**src/rtl/core/ncsi_pkg.sv**
```systemverilog
// Shared types, constants and saturation helpers for the natural cubic spline interpolator.
package ncsi_pkg;

  localparam int MAX_KNOTS      = 256;
  localparam int KNOT_AW        = $clog2(MAX_KNOTS);
  localparam int CNT_W          = KNOT_AW + 1;
  localparam int COEF_FRAC_BITS = 24;
  localparam int COEF_W         = 48;
  localparam int MD_W           = 52;
  localparam int MD_PW          = 2 * MD_W;
  localparam int MD_CW          = $clog2(MD_PW);

  typedef logic [2:0] status_t;
  localparam status_t ST_OK       = 3'd0;
  localparam status_t ST_BELOW    = 3'd1;
  localparam status_t ST_ABOVE    = 3'd2;
  localparam status_t ST_FEW      = 3'd3;
  localparam status_t ST_OVERFLOW = 3'd4;
  localparam status_t ST_NONINC   = 3'd5;

  localparam logic FUNC_LOAD  = 1'b0;
  localparam logic FUNC_QUERY = 1'b1;

  typedef logic signed [COEF_W-1:0] coef_t;
  typedef logic signed [MD_W-1:0]   md_t;

  typedef struct packed {
    logic signed [31:0] y;
    logic signed [31:0] x;
  } knot_word_t;

  typedef struct packed {
    coef_t u;
    coef_t z;
    coef_t b;
    coef_t c;
    coef_t d;
  } coef_word_t;

  localparam md_t ONE_F    = md_t'(64'd1 << COEF_FRAC_BITS);
  localparam md_t ONE_16   = md_t'(64'd1 << 16);
  localparam md_t THREE_16 = md_t'(64'd3 << 16);

  localparam md_t SAT_HI = {{(MD_W-COEF_W+1){1'b0}}, {(COEF_W-1){1'b1}}};
  localparam md_t SAT_LO = {{(MD_W-COEF_W+1){1'b1}}, {(COEF_W-1){1'b0}}};
  localparam md_t V32_HI = md_t'(64'sh7FFFFFFF);
  localparam md_t V32_LO = md_t'(-64'sh80000000);

  function automatic coef_t sat48(input md_t v);
    if (v > SAT_HI) return SAT_HI[COEF_W-1:0];
    if (v < SAT_LO) return SAT_LO[COEF_W-1:0];
    return v[COEF_W-1:0];
  endfunction

  function automatic logic signed [31:0] sat32(input md_t v);
    if (v > V32_HI) return V32_HI[31:0];
    if (v < V32_LO) return V32_LO[31:0];
    return v[31:0];
  endfunction

endpackage

```
**src/rtl/core/ncsi_muldiv.sv**
```systemverilog
// Bit-serial round(a*b/den) unit: shift-add multiply, restoring divide, round and saturate.
module ncsi_muldiv (
  input  logic          clk,
  input  logic          rst,
  input  logic          start,
  input  ncsi_pkg::md_t a,
  input  ncsi_pkg::md_t b,
  input  ncsi_pkg::md_t den,
  output logic          done,
  output ncsi_pkg::coef_t result
);
  import ncsi_pkg::*;

  typedef enum logic [2:0] {MD_IDLE, MD_ABS, MD_MUL, MD_DIV, MD_FIN} md_state_t;

  md_state_t         state;
  md_t               ar, br;
  logic [MD_W-1:0]   dreg, mplier, rem, a_mag, b_mag;
  logic [MD_PW-1:0]  mcand, num;
  logic [MD_CW-1:0]  cnt;
  logic              neg, rem_ge, q_up;
  logic [MD_W:0]     rem_sh, rem_sub;
  logic [MD_PW:0]    q_rnd, q_lim;
  logic [COEF_W-1:0] q_sat;

  always_comb begin
    a_mag   = ar[MD_W-1] ? $unsigned(-ar) : $unsigned(ar);
    b_mag   = br[MD_W-1] ? $unsigned(-br) : $unsigned(br);
    rem_sh  = {rem, num[MD_PW-1]};
    rem_ge  = rem_sh >= {1'b0, dreg};
    rem_sub = rem_sh - {1'b0, dreg};
    q_up    = {rem, 1'b0} >= {1'b0, dreg};
    q_rnd   = {1'b0, num} + (MD_PW+1)'(q_up);
    q_lim   = neg ? ((MD_PW+1)'(1) << (COEF_W-1)) : (((MD_PW+1)'(1) << (COEF_W-1)) - 1'b1);
    q_sat   = (q_rnd > q_lim) ? q_lim[COEF_W-1:0] : q_rnd[COEF_W-1:0];
  end

  always_ff @(posedge clk) begin
    if (rst) begin
      state <= MD_IDLE;
      done  <= 1'b0;
      cnt   <= '0;
    end else begin
      done <= 1'b0;
      unique case (state)
        MD_IDLE: begin
          if (start) begin
            ar    <= a;
            br    <= b;
            dreg  <= den;
            state <= MD_ABS;
          end
        end
        MD_ABS: begin
          neg    <= ar[MD_W-1] ^ br[MD_W-1];
          mcand  <= {{MD_W{1'b0}}, a_mag};
          mplier <= b_mag;
          num    <= '0;
          cnt    <= '0;
          if (dreg == '0) begin
            dreg <= MD_W'(1);
          end
          state <= MD_MUL;
        end
        MD_MUL: begin
          if (mplier[0]) begin
            num <= num + mcand;
          end
          mcand  <= mcand << 1;
          mplier <= mplier >> 1;
          if (cnt == MD_CW'(MD_W-1)) begin
            cnt   <= '0;
            rem   <= '0;
            state <= MD_DIV;
          end else begin
            cnt <= cnt + 1'b1;
          end
        end
        MD_DIV: begin
          rem <= rem_ge ? rem_sub[MD_W-1:0] : rem_sh[MD_W-1:0];
          num <= {num[MD_PW-2:0], rem_ge};
          if (cnt == MD_CW'(MD_PW-1)) begin
            state <= MD_FIN;
          end else begin
            cnt <= cnt + 1'b1;
          end
        end
        MD_FIN: begin
          result <= neg ? (~q_sat + 1'b1) : q_sat;
          done   <= 1'b1;
          state  <= MD_IDLE;
        end
        default: state <= MD_IDLE;
      endcase
    end
  end

endmodule

```
**config.mk**
```make
export PLATFORM = sky130hd
export DESIGN_NAME = ncsi_muldiv
export DESIGN_NICKNAME = d
export VERILOG_FILES = /design/src/rtl/core/ncsi_pkg.sv /design/src/rtl/core/ncsi_muldiv.sv
export SDC_FILE = /design/constraint.sdc
export NUM_CORES = 1
export LEC_CHECK = 0
export BUFFER_PORTS_ARGS = -buffer_cell sky130_fd_sc_hd__buf_4
export CAP_MARGIN = 20
export CORE_ASPECT_RATIO = 0.9
export CORE_MARGIN = 2
export CORE_UTILIZATION = 35
export DETAILED_ROUTE_END_ITERATION = 6
export GPL_TIMING_DRIVEN = 0
export PLACE_DENSITY_LB_ADDON = 0.08
export SYNTH_ARGS = -nofsm -noshare
export SYNTH_HDL_FRONTEND = slang
export SYNTH_SLANG_ARGS = --single-unit
```
**constraint.sdc**
```tcl
create_clock -name clk -period 23.7 [get_ports clk]
set_clock_uncertainty 0.15 [all_clocks]
set_input_delay 2.37 -clock clk [delete_from_list [all_inputs] [get_ports clk]]
set_output_delay 2.37 -clock clk [all_outputs]
set_load 0.02 [all_outputs]
```
==> metrics.md, run 1 <==
| Metric | Value |
|---|---|
| Area of the multi-input gates | `0.0198 sq mm` |
| Detailed placer's ending HPWL | `100000 microns` |
| Most used DFF post-synth | `edfxtp_1` |
| Tmin final | `12210 ps` |
| Worst VDD drop | `0.0000568 V` |
| Drt via density | `5.58` |
| Worst path most repeated cell | `ha_1` |
| Critical Path Source Type | `register` |
| Max-slew headroom | `20.4%` |
| Number of flops mapped to enable cells by yosys | `517` |
| Port Buf Inserts | `207` |
| Die area | `0.108 sq mm` |
| Met3 GRT Util | `3.38%` |
| WHS Path Cells | `2` |
| Post-Route WL | `127000 microns` |
| Post-route ant nets | `0` |
| Post-Syn Area per Cell | `9.24 sq um` |
| GP Congestion | `0.944` |
| Horiz. Die Dim | `346 microns` |
| Setup Fix Bufs, Post-CTS | `0` |
| CTS tree | `yes` |
| Worst path required time | `23930 ps` |
| Critical setup path kind | `reg2reg` |
| Detailed-route DRC error count | `0` |
| Worst path max stage delay | `880 ps` |
| Synthesized net count | `4361` |
| Peak Freq | `81.9 MHz` |
| Rows | `112` |
| CP Capture Type | `register` |
| Largest net degree at the start of global routing | `34` |
| Die Y | `312 microns` |
| Filler cell count | `10.5k` |
| Post-route setup TNS | `0 ps` |
| Post-synth top area share | `42.1%` |
| CTS Buf Count | `66` |
| PD cells | `64.9 mW/mm^2` |
| Placeable Area | `0.104 sq mm` |
| Arrival time at the worst endpoint | `12450 ps` |
| Slowest-stage cell, CP | `nor4_1` |
| DRT Pass-1 Iters | `6` |
| P_leak | `15.9 nW` |
| CTS root buffer | `clkbuf_16` |
| Htree depth | `3` |
| Resized Gates After CTS | `0` |
| P&R area growth vs syn | `16.4%` |
| Yosys top cell by area | `edfxtp_1` |
| Max FO, Critical Path | `10` |
| Busiest grt layer | `met1` |
| Final setup fails | `0` |
| Met1 Resource Use GR | `34.8%` |
| Max_cap viols | `0` |
| Initial Utilization | `35.4%` |
| RSZ-0062 raised after global routing | `no` |
| Synth cell types | `89` |
| GRT met2 Usage | `34.3%` |
| Max-slew violations | `0` |
| Clock Sinks | `528` |
| IO Count | `208` |
| Synth top area cells | `edfxtp_1 (42%), ha_1 (7.1%), nand2_1 (5.3%)` |
| Via count | `32.0k` |
| YS warnings | `0` |
| Final hold vios | `0` |
| Starting DRT DRC Count | `2759` |
| Sequential share of the synthesized area | `42.7%` |
| Number of diodes | `0` |
| Drt wl/cell | `22.1 microns` |
| Total power | `0.00278 W` |
| Register Area | `0.0157 sq mm` |
| Syn Inst Count | `3991` |
| Clock transition at path regs | `60 ps` |
| Async set-reset flop share out of synthesis | `0%` |
| Post-Syn Area | `0.0369 sq mm` |
| Clk buf depth | `3` |
| Total track usage | `22.9%` |
| Fin crit share | `51.5%` |
| Insertion delay to the later sink of the worst-skew pair | `660 ps` |
| Hold buffer count at cts | `0` |
| Commonest non-fill, non-tap cell in the layout | `nand2_1` |
| Worst Reg-to-Reg Cells | `45` |
| Worst-Margin Slew | `1190 ps` |
| Nets@finish | `4680` |
| Initial antenna violation count | `5` |
| Total grt overflow | `0` |
| Most frequent cells in the layout | `nand2_1 (521), edfxtp_1 (517), o21ai_0 (349)` |
| Vias in the first global route | `30.5k` |
| Share of layout cells above drive strength 1 | `9.39%` |
| Synth Register Bits | `528` |
| HP Class | `reg2reg` |
| Status | `completed` |
| First-pass GRT wire length | `192000 microns` |
-- Yosys cell counts (24+ instances only) --
cell type  number
o31ai_1        44
nand2b_1       27
and2_1         69
nand2_1       521
a21o_1        123
nor3_1         82
or4_1          35
a31oi_1        36
xnor2_1       140
o21a_1         24
nor4_1         74
a211oi_1       30
inv_1         155
nand4_1       107
nand3_1       127
or3_1          30
a21oi_1       282
edfxtp_1      517
o21ai_0       350
clkbuf_1      163
o21bai_1       32
nor2_1        209
and3_1         89
ha_1          209
xor2_1        180
-- area by class of cell --
type                            count  area share (%)
Clock buffer                       87            4.10
Multi-Input combinational cell   3119            46.1
Tap cell                         1368            3.99
Inverter                          157            1.37
Sequential cell                   528            36.7
Timing Repair Buffer              251            4.95
Buffer                            187            1.78
Clock inverter                     29           0.971
-- flip-flops by register name (all words and copies together) (netlist names) --
signal	flops
cnt	7
neg	1
mplier	52
num	104
done	1
result	48
dreg	52
br	52
ar	52
mcand	104
rem	52
state	3
-- report_power, final --
part | total, W | switching (W) | internal, W
Sequential | 0.00116 | 0.0000564 | 0.00110
Combinational | 0.000575 | 0.000363 | 0.000213
Clock | 0.00105 | 0.000431 | 0.000616
Total | 0.00278 | 0.000850 | 0.00193
-- per-layer routing --
| metal | vias up | share of wire, % |
|---|---|---|
| li1 | 15536 | - |
| met4 | 10 | 1.8 |
| met2 | 926 | 43 |
| met3 | 144 | 5.7 |
| met1 | 15350 | 50 |
| met5 | - | 0.055 |
-- through the flow --
step | std cells | hold slack [ps] | setup WS [ps] | area (sq um) | util (%)
6_report | 5726 | 370 | 11490 | 42900 | 41.3
5_1_grt | 5726 | 398 | 10490 | 42900 | 41.3
2_1_floorplan | 3991 | 329 | 13160 | 36900 | -
3_3_place_gp | 5566 | 353 | 8110 | 40100 | 38.6
4_1_cts | 5724 | 374 | 11520 | 42900 | 41.2
3_5_place_dp | 5608 | 363 | 11640 | 40700 | 39.2
-- kinds of logic (layout without fill, tap and decap cells) --
| family | after synthesis | count (layout) | share of synthesized area, % |
|---|---|---|---|
| fa+ha+maj | 211 | 211 | 7.20 |
| xor+xnor | 320 | 320 | 7.60 |
| simple gates | 1476 | 1476 | 20.1 |
| compound gates | 1095 | 1095 | 18.3 |
| flops | 528 | 528 | 42.7 |
| buf+inv | 344 | 711 | 3.67 |
| mux | 17 | 17 | 0.468 |
-- worst max-delay path, delay by kind of cell, from the launching register on --
family,cells,cell delay (ps)
buffers and inverters,7,1450
AOI/OAI and AO/OA,18,3380
xor gates and xnor gates,1,420
and+or+nand+nor,14,4630
DFF,1,360
adders and majority gates,5,1550
-- path summary, 6_finish.rpt --
kind,start,to,slack (ps)
worst max-delay path,dreg[38],result[46],11490
worst min-delay path,mplier[21],mplier[20],370
worst max register to register,dreg[38],result[46],11490
worst min register to register,mplier[21],mplier[20],370
Note: power is estimated with default switching activity, not from simulation.
==> inputs of run 2 (changes only) <==
==> constraint.sdc (replaced) <==
create_clock -name clk -period 12.35 [get_ports clk]
set_clock_uncertainty 0.15 [all_clocks]
set_input_delay 1.235 -clock clk [delete_from_list [all_inputs] [get_ports clk]]
set_output_delay 1.235 -clock clk [all_outputs]
set_load 0.02 [all_outputs]
==> metrics.md, run 2 (synthesized netlist as in run 1, its figures left out) <==
| Metric | Value |
|---|---|
| Status | `completed` |
| Vias in the first global route | `30.5k (unchanged)` |
| P_leak | `15.9 nW (+0.15%)` |
| Detailed-route DRC error count | `0 (unchanged)` |
| Htree depth | `3 (unchanged)` |
| P&R area growth vs syn | `16.5% (about the same)` |
| CP Capture Type | `register` |
| Clock Power Share | `37.7% (about the same)` |
| Post-route ant nets | `0 (unchanged)` |
| Die Y | `312 microns (unchanged)` |
| Drt wl/cell | `22.1 microns (about the same)` |
| Gate power share | `20.7% (about the same)` |
| Worst VDD drop | `0.000109 V (+92%)` |
| Critical setup path kind | `reg2reg` |
| Slowest-stage cell, CP | `nor3b_4` |
| DR WL met2 | `54000 microns (+0.11%)` |
| Max-slew violations | `0 (unchanged)` |
| Initial antenna violation count | `5 (unchanged)` |
| Largest net degree at the start of global routing | `34 (unchanged)` |
| Insertion delay to the later sink of the worst-skew pair | `660 ps (about the same)` |
| Final setup margin | `878 ps (-10610 ps)` |
| Top layer in use | `met5` |
| Setup Fix Bufs, Post-CTS | `0 (unchanged)` |
| Worst path max stage delay | `540 ps (-340 ps)` |
| PD cells | `124 mW/mm^2 (+92%)` |
| Number of diodes | `0 (unchanged)` |
| Initial Utilization | `35.4% (unchanged)` |
| Commonest non-fill, non-tap cell in the layout | `nand2_1` |
| Fin crit share | `92.9% (+41 points)` |
| Worst-Margin Slew | `1180 ps (-4.45 ps)` |
| Final hold vios | `0 (unchanged)` |
| Final setup fails | `0 (unchanged)` |
| Total track usage | `22.9% (unchanged)` |
| DRT Pass-1 Iters | `6 (unchanged)` |
| Net switching power figure | `0.00164 W (+92%)` |
| GP Congestion | `0.944 (unchanged)` |
| Met1 wire length | `63200 microns (+0.35%)` |
| CTS Buf Count | `66 (unchanged)` |
| Worst Reg-to-Reg Cells | `44 (-2.2%)` |
| WHS Path Cells | `2 (unchanged)` |
| Placement Setup Slack | `289 ps (-11350 ps)` |
| Placed cell count | `5608 (unchanged)` |
| Most frequent cells in the layout | `nand2_1 (521), edfxtp_1 (517), o21ai_0 (349)` |
| Placeable Area | `0.104 sq mm (unchanged)` |
| Clock transition at path regs | `60 ps (about the same)` |
| Met3 routed WL | `7060 microns (-1.4%)` |
| Sequential share of power | `41.7% (about the same)` |
| CTS root buffer | `clkbuf_16` |
| Via count | `32.0k (-0.0031%)` |
| Hold slack final | `369 ps (-0.639 ps)` |
| Final non-filler cell total | `5726 (unchanged)` |
| Rows | `112 (unchanged)` |
| Net Sw Frac | `30.6% (+0.043 points)` |
| RSZ-0062 raised after global routing | `no` |
| Clk buf depth | `3 (unchanged)` |
| Detailed placer's ending HPWL | `100000 microns (unchanged)` |
| CP endpoint | `result[46]` |
| Die area | `0.108 sq mm (unchanged)` |
| Nets@finish | `4680 (unchanged)` |
| Worst path required time | `12580 ps (-11350 ps)` |
| Drt via density | `5.58 (about the same)` |
| CTS tree | `yes` |
| Fin util | `41.3% (about the same)` |
| Tmin final | `11470 ps (-741 ps)` |
| Reg-to-reg slack, setup | `880 ps (-10610 ps)` |
| Max FO, Critical Path | `10 (unchanged)` |
| Post-route setup TNS | `0 ps (unchanged)` |
| Critical Path Source Type | `register` |
| HP Class | `reg2reg` |
| IO Count | `208 (unchanged)` |
| Total grt overflow | `0 (unchanged)` |
| Max_cap viols | `0 (unchanged)` |
| Internal power | `0.00371 W (+92%)` |
| Peak Freq | `87.2 MHz (+6.5%)` |
| Post-Route WL | `127000 microns (about the same)` |
| Reg2reg end | `result[46]` |
| Worst setup path startpoint | `dreg[22]` |
| Max-slew headroom | `20.7% (+0.30 points)` |
| Largest regs | `mcand: 104 flops, num: 104 flops` |
| Port Buf Inserts | `207 (unchanged)` |
| First-pass GRT wire length | `192000 microns (unchanged)` |
| Starting DRT DRC Count | `2847 (+3.2%)` |
| Clock Sinks | `528 (unchanged)` |
| Arrival time at the worst endpoint | `11700 ps (-750 ps)` |
| Horiz. Die Dim | `346 microns (unchanged)` |
| Critical R2R Launch | `dreg[22]` |
| Hold buffer count at cts | `0 (unchanged)` |
| Share of layout cells above drive strength 1 | `9.50% (+0.11 points)` |
==> run 2: cell count changes in the layout (fill, tap and decap cells not counted) <==
cell     previous run  this run
nor4_1             74        72
nor4_2              3         4
nor4_4              0         1
nor4b_1             5         3
nor4b_2             2         4
xnor2_1           140       139
xnor2_2             0         1
==> run 2: repair_timing <==
item	CTS	global route
endpoints found under the setup margin	0	13
resized for setup	0	6
endpoints found under the hold margin	0	0
==> run 2: worst min path at each step <==
stage | startpoint | to | slack, ps
6_report | mplier[28] | mplier[27] | 370
2_1_floorplan | cnt[5] | cnt[5] | 330
4_1_cts | mplier[21] | mplier[20] | 370
3_5_place_dp | mplier[17] | mplier[16] | 360
3_3_place_gp | mplier[18] | mplier[17] | 350
5_1_grt | mplier[44] | mplier[43] | 400
==> run 2: critical path: cells and delay by family, from the launching register on <==
kind | cells | cell delay, ps
fa+ha+maj | 5 | 1650
buf+inv | 6 | 1140
flops | 1 | 380
simple gates | 11 | 3060
compound gates | 21 | 4260
xor+xnor | 1 | 520
==> run 2: area by class of cell <==
cell class	count	area [sq um]
Multi-Input combinational cell	3119	19800
Tap cell	1368	1710
Sequential cell	528	15700
Clock buffer	87	1760
Buffer	187	762
Timing Repair Buffer	251	2120
Clock inverter	29	417
Fill cell	10544	61000
Inverter	157	589
==> run 2: per-stage QoR <==
step / area, sq um / power (W)
2_1_floorplan: 36900 / 0.00297
3_3_place_gp: 40100 / 0.00337
3_5_place_dp: 40700 / 0.00336
4_1_cts: 42900 / 0.00539
5_1_grt: 43000 / 0.00559
6_report: 43000 / 0.00535
==> run 2: power by group through the flow <==
stage               combinational (W)  clock, W  sequential (W)
global route                  0.00123   0.00212         0.00224
detailed placement            0.00109         0         0.00226
global placement              0.00106         0         0.00230
floorplan                    0.000735         0         0.00223
finish                        0.00111   0.00201         0.00223
CTS                           0.00110   0.00206         0.00222
==> run 2: routing by layer <==
| layer | global-route usage (%) | up-vias |
|---|---|---|
| li1 | - | 15549 |
| met1 | 34.8 | 15331 |
| met2 | 34.3 | 936 |
| met3 | 3.38 | 139 |
| met4 | 4.74 | 10 |
| met5 | 0 | - |
